===== src/sv/cp850_to_utf8_encoder_top_assert.svh =====
// Assertion macros for the CP850 to UTF-8 encoder.
`ifndef CP850_TO_UTF8_ENCODER_TOP_ASSERT_SVH
`define CP850_TO_UTF8_ENCODER_TOP_ASSERT_SVH

// Check a condition at every clock edge outside reset.
`define C2U8_ASSERT_ALWAYS(lbl, cond, msg) \
  lbl: assert property (@(posedge clk) disable iff (rst) (cond)) else $error(msg);

// Check that a trigger is followed by a consequence in the next clock cycle.
`define C2U8_ASSERT_NEXT(lbl, trig, cons, msg) \
  lbl: assert property (@(posedge clk) disable iff (rst) (trig) |=> (cons)) else $error(msg);

`endif


===== src/sv/c2u8_pkg.sv =====
// Shared types, constants and the code page ROM for the CP850 to UTF-8 encoder.
package c2u8_pkg;

  // Queue between the classify front end and the byte sender.
  localparam int Q_DEPTH = 2;
  localparam int Q_PTR_W = (Q_DEPTH > 1) ? $clog2(Q_DEPTH) : 1;
  localparam int Q_CNT_W = $clog2(Q_DEPTH + 1);

  // Encoding constants.
  localparam logic [7:0]  ASCII_LIMIT  = 8'h80;
  localparam logic [15:0] CP_ONE_LIMIT = 16'h0080;
  localparam logic [15:0] CP_TWO_LIMIT = 16'h0800;
  localparam logic [7:0]  LEAD_TWO     = 8'hC0;
  localparam logic [7:0]  LEAD_THREE   = 8'hE0;
  localparam logic [7:0]  CONT_MARK    = 8'h80;
  localparam logic [5:0]  CONT_MASK    = 6'h3F;

  // Sequence length codes.
  localparam logic [1:0] LEN_ONE   = 2'd1;
  localparam logic [1:0] LEN_TWO   = 2'd2;
  localparam logic [1:0] LEN_THREE = 2'd3;

  // One classified character: its UTF-8 bytes in send order and their count.
  typedef struct packed {
    logic [2:0][7:0] bytes;
    logic [1:0]      len;
  } char_entry_t;

  // Head of the queue as seen by the sender.
  typedef struct packed {
    logic        valid;
    char_entry_t entry;
  } q_head_t;

  // Unicode code points of CP850 bytes 0x80 to 0xFF.
  localparam logic [15:0] HIGH_HALF_ROM [128] = '{
    16'h00C7, 16'h00FC, 16'h00E9, 16'h00E2, 16'h00E4, 16'h00E0, 16'h00E5, 16'h00E7,
    16'h00EA, 16'h00EB, 16'h00E8, 16'h00EF, 16'h00EE, 16'h00EC, 16'h00C4, 16'h00C5,
    16'h00C9, 16'h00E6, 16'h00C6, 16'h00F4, 16'h00F6, 16'h00F2, 16'h00FB, 16'h00F9,
    16'h00FF, 16'h00D6, 16'h00DC, 16'h00F8, 16'h00A3, 16'h00D8, 16'h00D7, 16'h0192,
    16'h00E1, 16'h00ED, 16'h00F3, 16'h00FA, 16'h00F1, 16'h00D1, 16'h00AA, 16'h00BA,
    16'h00BF, 16'h00AE, 16'h00AC, 16'h00BD, 16'h00BC, 16'h00A1, 16'h00AB, 16'h00BB,
    16'h2591, 16'h2592, 16'h2593, 16'h2502, 16'h2524, 16'h00C1, 16'h00C2, 16'h00C0,
    16'h00A9, 16'h2563, 16'h2551, 16'h2557, 16'h255D, 16'h00A2, 16'h00A5, 16'h2510,
    16'h2514, 16'h2534, 16'h252C, 16'h251C, 16'h2500, 16'h253C, 16'h00E3, 16'h00C3,
    16'h255A, 16'h2554, 16'h2569, 16'h2566, 16'h2560, 16'h2550, 16'h256C, 16'h00A4,
    16'h00F0, 16'h00D0, 16'h00CA, 16'h00CB, 16'h00C8, 16'h0131, 16'h00CD, 16'h00CE,
    16'h00CF, 16'h2518, 16'h250C, 16'h2588, 16'h2584, 16'h00A6, 16'h00CC, 16'h2580,
    16'h00D3, 16'h00DF, 16'h00D4, 16'h00D2, 16'h00F5, 16'h00D5, 16'h00B5, 16'h00FE,
    16'h00DE, 16'h00DA, 16'h00DB, 16'h00D9, 16'h00FD, 16'h00DD, 16'h00AF, 16'h00B4,
    16'h00AD, 16'h00B1, 16'h2017, 16'h00BE, 16'h00B6, 16'h00A7, 16'h00F7, 16'h00B8,
    16'h00B0, 16'h00A8, 16'h00B7, 16'h00B9, 16'h00B3, 16'h00B2, 16'h25A0, 16'h00A0
  };

endpackage


===== src/sv/cp850_to_utf8_encoder_top.sv =====
// Top level of the CP850 to UTF-8 encoder.
//
// A code byte is taken at a clock edge with start high and busy low. Each
// character yields one to three UTF-8 bytes, one per cycle on utf8_byte with
// strobe high for that cycle; last_of_char marks the final byte. The receiver
// cannot hold bytes off, so they must be taken as they come. From an empty
// block, an accepted character passes the queue and the sender's cur register
// before its first byte is registered onto utf8_byte with strobe. The byte
// sender sets the pace: it sends a character's bytes back to back (one for
// ASCII, two or three for the upper half) and starts the next queued one
// without a gap. A zero byte is accepted and yields nothing. A two-entry queue
// sits between the classifier and the sender; busy is high while it is full.
module cp850_to_utf8_encoder_top (
  input  logic       clk,
  input  logic       rst,
  input  logic       start,
  input  logic [7:0] code_byte,
  output logic       busy,
  output logic       strobe,
  output logic [7:0] utf8_byte,
  output logic       last_of_char
);
  import c2u8_pkg::*;

  `include "cp850_to_utf8_encoder_top_assert.svh"

  logic        push;
  char_entry_t push_entry;
  q_head_t     head;
  logic        pop;
  logic        q_full;
  logic        q_empty;
  logic        active;
  logic        idle_take;

  // Classify incoming beats.
  c2u8_front u_front (
    .start     (start),
    .code_byte (code_byte),
    .q_full    (q_full),
    .busy      (busy),
    .push      (push),
    .entry     (push_entry)
  );

  // Buffer classified characters.
  c2u8_queue u_queue (
    .clk        (clk),
    .rst        (rst),
    .push       (push),
    .push_entry (push_entry),
    .pop        (pop),
    .head       (head),
    .full       (q_full),
    .empty      (q_empty)
  );

  // Send bytes.
  c2u8_back u_back (
    .clk          (clk),
    .rst          (rst),
    .head         (head),
    .pop          (pop),
    .active       (active),
    .strobe       (strobe),
    .utf8_byte    (utf8_byte),
    .last_of_char (last_of_char)
  );

  // Nonzero beat taken while the whole block is idle.
  assign idle_take = start && !busy && (code_byte != 8'h00) && q_empty && !active;

  // A multi-byte sequence goes out without gaps.
  `C2U8_ASSERT_NEXT(a_seq_no_gap, strobe && !last_of_char, strobe, "gap inside UTF-8 sequence")

  // An idle block sends the first byte of a nonzero accept via queue and cur.
  `C2U8_ASSERT_NEXT(a_idle_latency, idle_take, ##2 strobe, "first byte late")

  // The sender only runs or pops with work available.
  `C2U8_ASSERT_ALWAYS(a_pop_has_data, !pop || !q_empty, "pop from empty queue")

endmodule


===== src/sv/c2u8_front.sv =====
// Front end: accept a code byte, look up its code point and build its UTF-8 bytes.
module c2u8_front (
  input  logic                  start,
  input  logic [7:0]            code_byte,
  input  logic                  q_full,
  output logic                  busy,
  output logic                  push,
  output c2u8_pkg::char_entry_t entry
);
  import c2u8_pkg::*;

  logic [15:0] cp;
  logic        accept;

  // Hold off new beats while the queue has no room.
  assign busy   = q_full;
  assign accept = start && !q_full;

  // Drop the string terminator: it yields no bytes.
  assign push = accept && (code_byte != 8'h00);

  // Look up the code point of the upper half.
  assign cp = HIGH_HALF_ROM[code_byte[6:0]];

  // Classify by sequence length and build the bytes.
  always_comb begin
    entry.bytes = '0;
    entry.len   = LEN_ONE;
    if (code_byte < ASCII_LIMIT) begin
      entry.bytes[0] = code_byte;
    end else if (cp < CP_ONE_LIMIT) begin
      entry.bytes[0] = cp[7:0];
    end else if (cp < CP_TWO_LIMIT) begin
      entry.len      = LEN_TWO;
      entry.bytes[0] = LEAD_TWO | {3'b000, cp[10:6]};
      entry.bytes[1] = CONT_MARK | {2'b00, cp[5:0] & CONT_MASK};
    end else begin
      entry.len      = LEN_THREE;
      entry.bytes[0] = LEAD_THREE | {4'h0, cp[15:12]};
      entry.bytes[1] = CONT_MARK | {2'b00, cp[11:6] & CONT_MASK};
      entry.bytes[2] = CONT_MARK | {2'b00, cp[5:0] & CONT_MASK};
    end
  end

endmodule


===== src/sv/c2u8_queue.sv =====
// Short queue of classified characters between the front end and the sender.
module c2u8_queue (
  input  logic                  clk,
  input  logic                  rst,
  input  logic                  push,
  input  c2u8_pkg::char_entry_t push_entry,
  input  logic                  pop,
  output c2u8_pkg::q_head_t     head,
  output logic                  full,
  output logic                  empty
);
  import c2u8_pkg::*;

  char_entry_t          mem [Q_DEPTH];
  logic [Q_PTR_W-1:0]   wr_ptr;
  logic [Q_PTR_W-1:0]   rd_ptr;
  logic [Q_CNT_W-1:0]   count;
  logic                 do_pop;

  assign full       = (count == Q_CNT_W'(Q_DEPTH));
  assign empty      = (count == '0);
  assign do_pop     = pop && !empty;
  assign head.valid = !empty;
  assign head.entry = mem[rd_ptr];

  // Write the pushed beat into its slot.
  always_ff @(posedge clk) begin
    if (push) begin
      mem[wr_ptr] <= push_entry;
    end
  end

  // Advance pointers and track fill.
  always_ff @(posedge clk) begin
    if (rst) begin
      wr_ptr <= '0;
      rd_ptr <= '0;
      count  <= '0;
    end else begin
      if (push) begin
        wr_ptr <= (wr_ptr == Q_PTR_W'(Q_DEPTH - 1)) ? '0 : wr_ptr + 1'b1;
      end
      if (do_pop) begin
        rd_ptr <= (rd_ptr == Q_PTR_W'(Q_DEPTH - 1)) ? '0 : rd_ptr + 1'b1;
      end
      if (push && !do_pop) begin
        count <= count + 1'b1;
      end else if (do_pop && !push) begin
        count <= count - 1'b1;
      end
    end
  end

endmodule


===== src/sv/c2u8_back.sv =====
// Back end: send the bytes of each queued character, one per cycle.
module c2u8_back (
  input  logic              clk,
  input  logic              rst,
  input  c2u8_pkg::q_head_t head,
  output logic              pop,
  output logic              active,
  output logic              strobe,
  output logic [7:0]        utf8_byte,
  output logic              last_of_char
);
  import c2u8_pkg::*;

  char_entry_t cur;
  logic [1:0]  idx;
  logic        at_last;
  logic [7:0]  cur_byte;

  // Pick the byte at the send index.
  always_comb begin
    case (idx)
      2'd0:    cur_byte = cur.bytes[0];
      2'd1:    cur_byte = cur.bytes[1];
      2'd2:    cur_byte = cur.bytes[2];
      default: cur_byte = cur.bytes[0];
    endcase
  end

  assign at_last = (idx == cur.len - 2'd1);
  assign pop     = head.valid && (!active || at_last);

  // Load the next character and drive the output bytes.
  always_ff @(posedge clk) begin
    if (pop) begin
      cur <= head.entry;
    end
    if (active) begin
      utf8_byte    <= cur_byte;
      last_of_char <= at_last;
    end
  end

  // Step through the sequence and strobe each byte.
  always_ff @(posedge clk) begin
    if (rst) begin
      active <= 1'b0;
      idx    <= '0;
      strobe <= 1'b0;
    end else begin
      strobe <= active;
      if (pop) begin
        active <= 1'b1;
        idx    <= '0;
      end else if (active) begin
        if (at_last) begin
          active <= 1'b0;
        end else begin
          idx <= idx + 2'd1;
        end
      end
    end
  end

endmodule


===== config.mk =====
export PLATFORM = sky130hd
export DESIGN_NAME = cp850_to_utf8_encoder_top
export DESIGN_NICKNAME = d
export VERILOG_FILES = /design/src/sv/c2u8_pkg.sv /design/src/sv/cp850_to_utf8_encoder_top.sv /design/src/sv/c2u8_front.sv /design/src/sv/c2u8_queue.sv /design/src/sv/c2u8_back.sv
export VERILOG_INCLUDE_DIRS = /design/src /design/src/sv
export SDC_FILE = /design/constraint.sdc
export NUM_CORES = 1
export LEC_CHECK = 0
export BUFFER_PORTS_ARGS = -buffer_cell sky130_fd_sc_hd__buf_2
export CORE_MARGIN = 2
export CORE_UTILIZATION = 45
export DETAILED_ROUTE_END_ITERATION = 10
export SYNTH_ARGS = -nofsm -noshare
export SYNTH_HDL_FRONTEND = slang
export SYNTH_SLANG_ARGS = --single-unit

===== constraint.sdc =====
create_clock -name clk -period 4.35 [get_ports clk]
set_input_delay 0.2175 -clock clk [delete_from_list [all_inputs] [get_ports clk]]
set_output_delay 0.2175 -clock clk [all_outputs]
set_load 0.005 [all_outputs]

==> results of run 1 <==
critical path: stages:
cell and delay, ns:
buf_2 0.56, inv_1 0.48, o211ai_1 0.34, o2111ai_1 0.26, o31ai_1 0.52, nand2_1 0.13
o311ai_1 0.31
through the flow:
stage,util,setup slack [ns],total power [mW],instance area [um2]
6_report,0.499,1.63,2.69,5460
5_1_grt,0.499,1.45,2.83,5460
4_1_cts,0.499,1.63,2.70,5460
3_5_place_dp,0.475,1.35,2.03,5200
3_3_place_gp,0.475,1.41,2.02,5200
2_1_floorplan,-,1.31,1.83,5070
layer usage:
layer	GRT usage	vias to the layer above
met5	0	-
met4	0.0920	0
met3	0.0294	24
met2	0.309	145
met1	0.268	1798
li1	-	1789
cell usage in the layout (no fill, tap or decap), types with 8 or more instances in the layout:
master     instances
a21oi_1           19
a311oi_1           8
ha_1              10
o211ai_1          10
nand3_1           10
inv_1             13
o21ai_1            8
nor2_1            27
nand2b_1          12
edfxtp_1          78
o21ai_0           22
mux2_2            24
buf_2             21
nand2_1           34
dfxtp_1            8
a211oi_1          12
clkbuf_16          9
nor2b_1           12
state kept, by name, summed over array words and instances (netlist names):
name,flops
u_back.last_of_char,1
u_back.cur,23
u_queue.rd_ptr,1
u_back.utf8_byte,8
u_back.idx,2
u_back.active,1
u_queue.mem,46
u_queue.wr_ptr,1
u_queue.count,2
u_back.strobe,1
cells by family after synthesis:
kind of cell / synth area share
XOR/XNOR: 0.0138
buffers and inverters: 0.0506
flip-flops: 0.493
AO/OA/AOI/OAI: 0.214
adder cells (fa/ha/maj): 0.0247
AND/OR/NAND/NOR: 0.131
multiplexers: 0.0728
Yosys cell counts (all sizes together), types with 10 or more instances:
cell     n  area (um2)
ha      10         125
nand3   10        50.1
o21ai   30         150
inv     14        52.6
nor2    27         101
a21oi   20         104
edfxtp  78        2340
nor2b   13        81.3
nand2b  13        88.8
a211oi  12        90.1
buf     19         116
o211ai  10        75.1
clkbuf  21        80.1
nand2   34         128
mux2    25         282
final cells by class:
cell class | count | area [um2] | area share
Clock buffer | 13 | 240 | 0.0440
Clock inverter | 3 | 21.3 | 0.00390
Inverter | 16 | 60.1 | 0.0110
Multi-Input combinational cell | 322 | 2320 | 0.424
Sequential cell | 86 | 2500 | 0.459
Tap cell | 140 | 175 | 0.0321
Timing Repair Buffer | 26 | 143 | 0.0261
power breakdown:
group,internal (mW),switching (mW)
combinational,0.277,0.388
sequential,1.24,0.114
clock,0.387,0.284
worst paths after layout:
kind | from | endpoint | slack [ns] | depth (start not counted)
worst max-delay path | code_byte[2] | u_queue.mem[1][7] | 1.63 | 7
worst min-delay path | rst | u_queue.wr_ptr | 0.15 | 2
worst max register to register | u_back.cur[17] | u_queue.count[1] | 1.65 | 9
worst min register to register | u_queue.count[1] | u_queue.count[1] | 0.52 | 2
==> summary.md, run 1 <==
| Metric | Value |
|---|---|
| Status | `completed` |
| Post-synthesis sequential area ratio | `0.493` |
| WL met1 | `5080 um` |
| PortBufs | `21` |
| Clock-pin slew on the worst setup and hold paths | `0.06 ns` |
| Top Ports | `22` |
| IR drop worst, VDD | `around 0.28 mV` |
| Die height | `110 um` |
| RSZ-0062 raised after global routing | `false` |
| TritonCTS clock tree | `yes` |
| # diodes | `0` |
| Crit Path Max Fanout | `41` |
| Mapped Area | `0.00507 mm2` |
| Count of cell types in the netlist | `73` |
| Uppermost layer routed | `met4` |
| 1st-pass router iterations | `4` |
| Crit path launch type | `input pin` |
| Max Root-Sink Buffers | `2` |
| Total global routing overflow | `0` |
| Fillers | `965` |
| Mapped Cells | `464` |
| Row Count | `38` |
| Period utilisation layout | `0.626` |
| Final non-filler cell total | `606` |
| Chip width | `~110 um` |
| CP Capture Type | `flip-flop` |
| Root buf cell | `clkbuf_16` |
| Drc violations | `0` |
| Postcts setup bufs | `0` |
| Vias in the first global route | `3407` |
| Core area | `~0.011 mm2` |
| Total CTS buffers | `9` |
| Min-delay worst type | `input pin to flip-flop` |
| Mapped Nets | `roughly 490` |
| Post-route minimum period | `roughly 2.7 ns` |
| Routed Antenna Nets | `0` |
| DR iter-0 viols | `290` |
| Hold buffer count at CTS | `0` |
| Total number of vias | `3756` |
| Finish-stage setup viols | `0` |
| Initial antenna violation count | `0` |
| Worst slew pin tran | `approximately 1.1 ns` |
| Vias per std cell | `6.20` |
| WHS | `0.153 ns` |
| Worst EP arrival | `2.84 ns` |
| Fin. Hold Viols | `0` |
| Gr usage total | `0.197` |
| Die area | `0.0121 mm2` |
| Worst Clk Skew | `0.00616 ns` |
| H-tree Lvls | `3` |
| Met3 Wirelength | `643 um` |
| Placed insts | `590` |
| Clk_lat worst skew | `0.33 ns` |
| Slew Viols, Final | `0` |
| Peak Freq | `between 0.3 and 0.4 GHz` |
| Detailed Place HPWL | `7750 um` |
| Leakage | `1.86 nW` |
| Final #Nets | `482` |
| Detail Route met2 WL | `5490 um` |
| WP data required | `approximately 4.5 ns` |
| First-pass GRT wire length | `18300 um` |
| Number of max-cap violations | `0` |
| Post-synth EDFFs | `between 70 and 80` |
| DR WL/cell | `~19 um` |
| Synth Flop Type | `edfxtp_1` |
| Routability Congestion | `0.905` |
| Resize count post-CTS | `0` |
| Synth Register Bits | `86` |
| Pwr dens | `around 500 mW/mm2` |
| Synth Warn # | `0` |
| Initial Util | `0.464` |
| Ys async rst share | `0` |
| Slew HR | `0.242` |
| Layout cells sized above 1 | `0.167` |
| Crit Path Class | `input pin to flip-flop` |
| Largest net degree at the start of global routing | `58` |
| Total wire length | `11600 um` |
| Setup TNS | `0 ns` |
| # clock sinks | `86` |
| Synthesized area per cell | `10.9 um2` |
| Area grow syn2layout | `7.60%` |
Note: power is estimated with default switching activity, not from simulation.
==> run 2: changes to the inputs <==
- clock period: 4.35 -> 2.6 ns (I/O delays scaled with it)
==> summary.md, run 2 (synthesized netlist as in run 1, its figures left out) <==
| Metric | Value |
|---|---|
| Worst Clk Skew | `0.00730 ns (+0.00114 ns)` |
| # diodes | `0 (unchanged)` |
| DR iter-0 viols | `262 (-9.7%)` |
| Initial Util | `0.464 (unchanged)` |
| Slew Viols, Final | `0 (unchanged)` |
| Final non-filler cell total | `650 (+7.3%)` |
| Max reg flops | `46 (unchanged)` |
| Total number of vias | `3995 (+6.4%)` |
| Fillers | `995 (+3.1%)` |
| Max Root-Sink Buffers | `2 (unchanged)` |
| Root buf cell | `clkbuf_16` |
| Met3 Wirelength | `789 um (+23%)` |
| WHS | `0.0736 ns (-0.0797 ns)` |
| Chip width | `110 um (unchanged)` |
| WP data required | `2.71 ns (-1.76 ns)` |
| Post-route minimum period | `2.25 ns` |
| Hold path startpoint | `rst` |
| Peak Freq | `0.445 GHz` |
| Finish-stage setup viols | `0 (unchanged)` |
| Most common cell after layout, fill and taps aside | `edfxtp_1` |
| Commonest cells after routing, fill and taps aside | `edfxtp_1, buf_4, nand2_1` |
| R2R depth | `8 (-1)` |
| Core area | `0.0109 mm2 (unchanged)` |
| Pre-CTS setup slack | `0.0734 ns (-1.28 ns)` |
| Clk_lat worst skew | `0.33 ns (about the same)` |
| Layout cells sized above 1 | `0.243 (+0.0758)` |
| Most used cell, CP | `buf_4` |
| Total wire length | `12800 um (+11%)` |
| Top Ports | `22 (unchanged)` |
| Total CTS buffers | `9 (unchanged)` |
| Total global routing overflow | `0 (unchanged)` |
| Hold buffer count at CTS | `0 (unchanged)` |
| Detailed Place HPWL | `9180 um (+18%)` |
| Period utilisation layout | `0.864` |
| Drc violations | `0 (unchanged)` |
| Routed Antenna Nets | `0 (unchanged)` |
| PnR worst setup slack | `0.354 ns (-1.27 ns)` |
| R2R Setup Slk | `0.43 ns (-1.22 ns)` |
| First-pass GRT wire length | `20200 um (+10%)` |
| Min-delay worst type | `input pin to flip-flop` |
| # clock sinks | `86 (unchanged)` |
| Postcts setup bufs | `0 (unchanged)` |
| Die area | `0.0121 mm2 (unchanged)` |
| Worst EP arrival | `2.35 ns (-0.49 ns)` |
| Biggest regs | `u_queue.mem x46, u_back.cur x23, u_back.utf8_byte x8` |
| Status | `completed` |
| Detail Route met2 WL | `6300 um (+15%)` |
| Worst path cell trace | `buf_2 -> buf_4 -> ha_1 -> buf_4 -> nand3_1 -> a32o_1 -> o21ai_1 -> o31a_1 -> nor2_1 -> a211oi_1` |
| RSZ-0062 raised after global routing | `false` |
| Slew HR | `0.578 (+0.336)` |
| Crit path launch type | `input pin` |
| 1st-pass router iterations | `7 (+3)` |
| Biggest register | `u_queue.mem` |
| H-tree Lvls | `3 (unchanged)` |
| Row Count | `38 (unchanged)` |
| WHS Endpoint | `u_queue.wr_ptr` |
| Critical R2R Launch | `u_back.cur[17]` |
| Leakage | `2.09 nW (+12%)` |
| Largest net degree at the start of global routing | `28 (-52%)` |
| Die height | `110 um (unchanged)` |
| Area grow syn2layout | `14.9%` |
| Clock-pin slew on the worst setup and hold paths | `0.06 ns (about the same)` |
| CP startpoint | `code_byte[1]` |
| Resize count post-CTS | `0 (unchanged)` |
| WL met1 | `5320 um (+4.8%)` |
| Final #Nets | `526 (+9.1%)` |
| Routability Congestion | `0.960 (+6.1%)` |
| IR drop worst, VDD | `0.460 mV (+64%)` |
| CP peak stage delay | `0.34 ns (-0.22 ns)` |
| Crit Path Max Fanout | `19 (-54%)` |
| Worst slew pin tran | `0.625 ns (-0.510 ns)` |
| DR WL/cell | `19.7 um (+3.4%)` |
| Setup TNS | `0 ns (unchanged)` |
| Gr usage total | `0.221 (+0.0241)` |
| Placed insts | `634 (+7.5%)` |
| Crit Path Class | `input pin to flip-flop` |
| Reg2reg end | `u_queue.count[1]` |
| Hold Path Depth | `2 (unchanged)` |
| Worst path slowest cell | `a211oi_1` |
| Pwr dens | `803 mW/mm2 (+63%)` |
| Fin. Hold Viols | `0 (unchanged)` |
| Initial antenna violation count | `0 (unchanged)` |
| Number of max-cap violations | `0 (unchanged)` |
| TritonCTS clock tree | `yes` |
| Vias in the first global route | `3851 (+13%)` |
| Uppermost layer routed | `met4` |
| PortBufs | `21 (unchanged)` |
| CP Capture Type | `flip-flop` |
| Vias per std cell | `6.15 (-0.84%)` |
[run 2: worst max-delay path, delay by kind of cell]
| family | cells | cell delay [ns] |
|---|---|---|
| AO/OA/AOI/OAI | 4 | 1.06 |
| adder cells (fa/ha/maj) | 1 | 0.30 |
| buffers and inverters | 3 | 0.56 |
| AND/OR/NAND/NOR | 2 | 0.29 |
[run 2: routing by layer]
| layer | GRT usage | up-vias |
|---|---|---|
| met5 | 0 | - |
| met4 | 0.102 | 0 |
| met3 | 0.0294 | 37 |
| met2 | 0.372 | 173 |
| met1 | 0.282 | 1905 |
| li1 | - | 1880 |
[run 2: area by class of cell]
cell class              instances  area, um2  share of cell area
repair buffers                 70        485              0.0833
clock inverters                 7       65.1              0.0112
inverters                      16       60.1              0.0103
clock buffers                   9        225              0.0386
multi-input cells             322       2320               0.397
well taps                     140        175              0.0300
flip-flops and latches         86       2500               0.429
[run 2: power by group]
group | switching [mW] | internal [mW] | total [mW] | leakage (nW)
clock | 0.482 | 0.735 | 1.22 | 0.134
sequential | 0.120 | 2.07 | 2.19 | 0.805
combinational | 0.747 | 0.534 | 1.28 | 1.15
total | 1.35 | 3.33 | 4.68 | 2.09
[run 2: worst max path at each step]
| stage | cells past startpoint | end |
|---|---|---|
| global placement | 10 | u_queue.mem[0][12] |
| finish | 10 | u_queue.mem[0][14] |
| CTS | 10 | u_queue.mem[0][12] |
| floorplan | 8 | u_queue.mem[0][0] |
| detailed placement | 10 | u_queue.mem[0][12] |
| global route | 10 | u_queue.mem[0][14] |
[run 2: per-stage QoR]
stage / total power [mW] / util / cell area, um2
detailed placement: 3.50 / 0.507 / 5540
finish: 4.68 / 0.533 / 5830
global route: 4.97 / 0.533 / 5830
CTS: 4.72 / 0.533 / 5830
global placement: 3.47 / 0.507 / 5540
floorplan: 3.06 / - / 5080
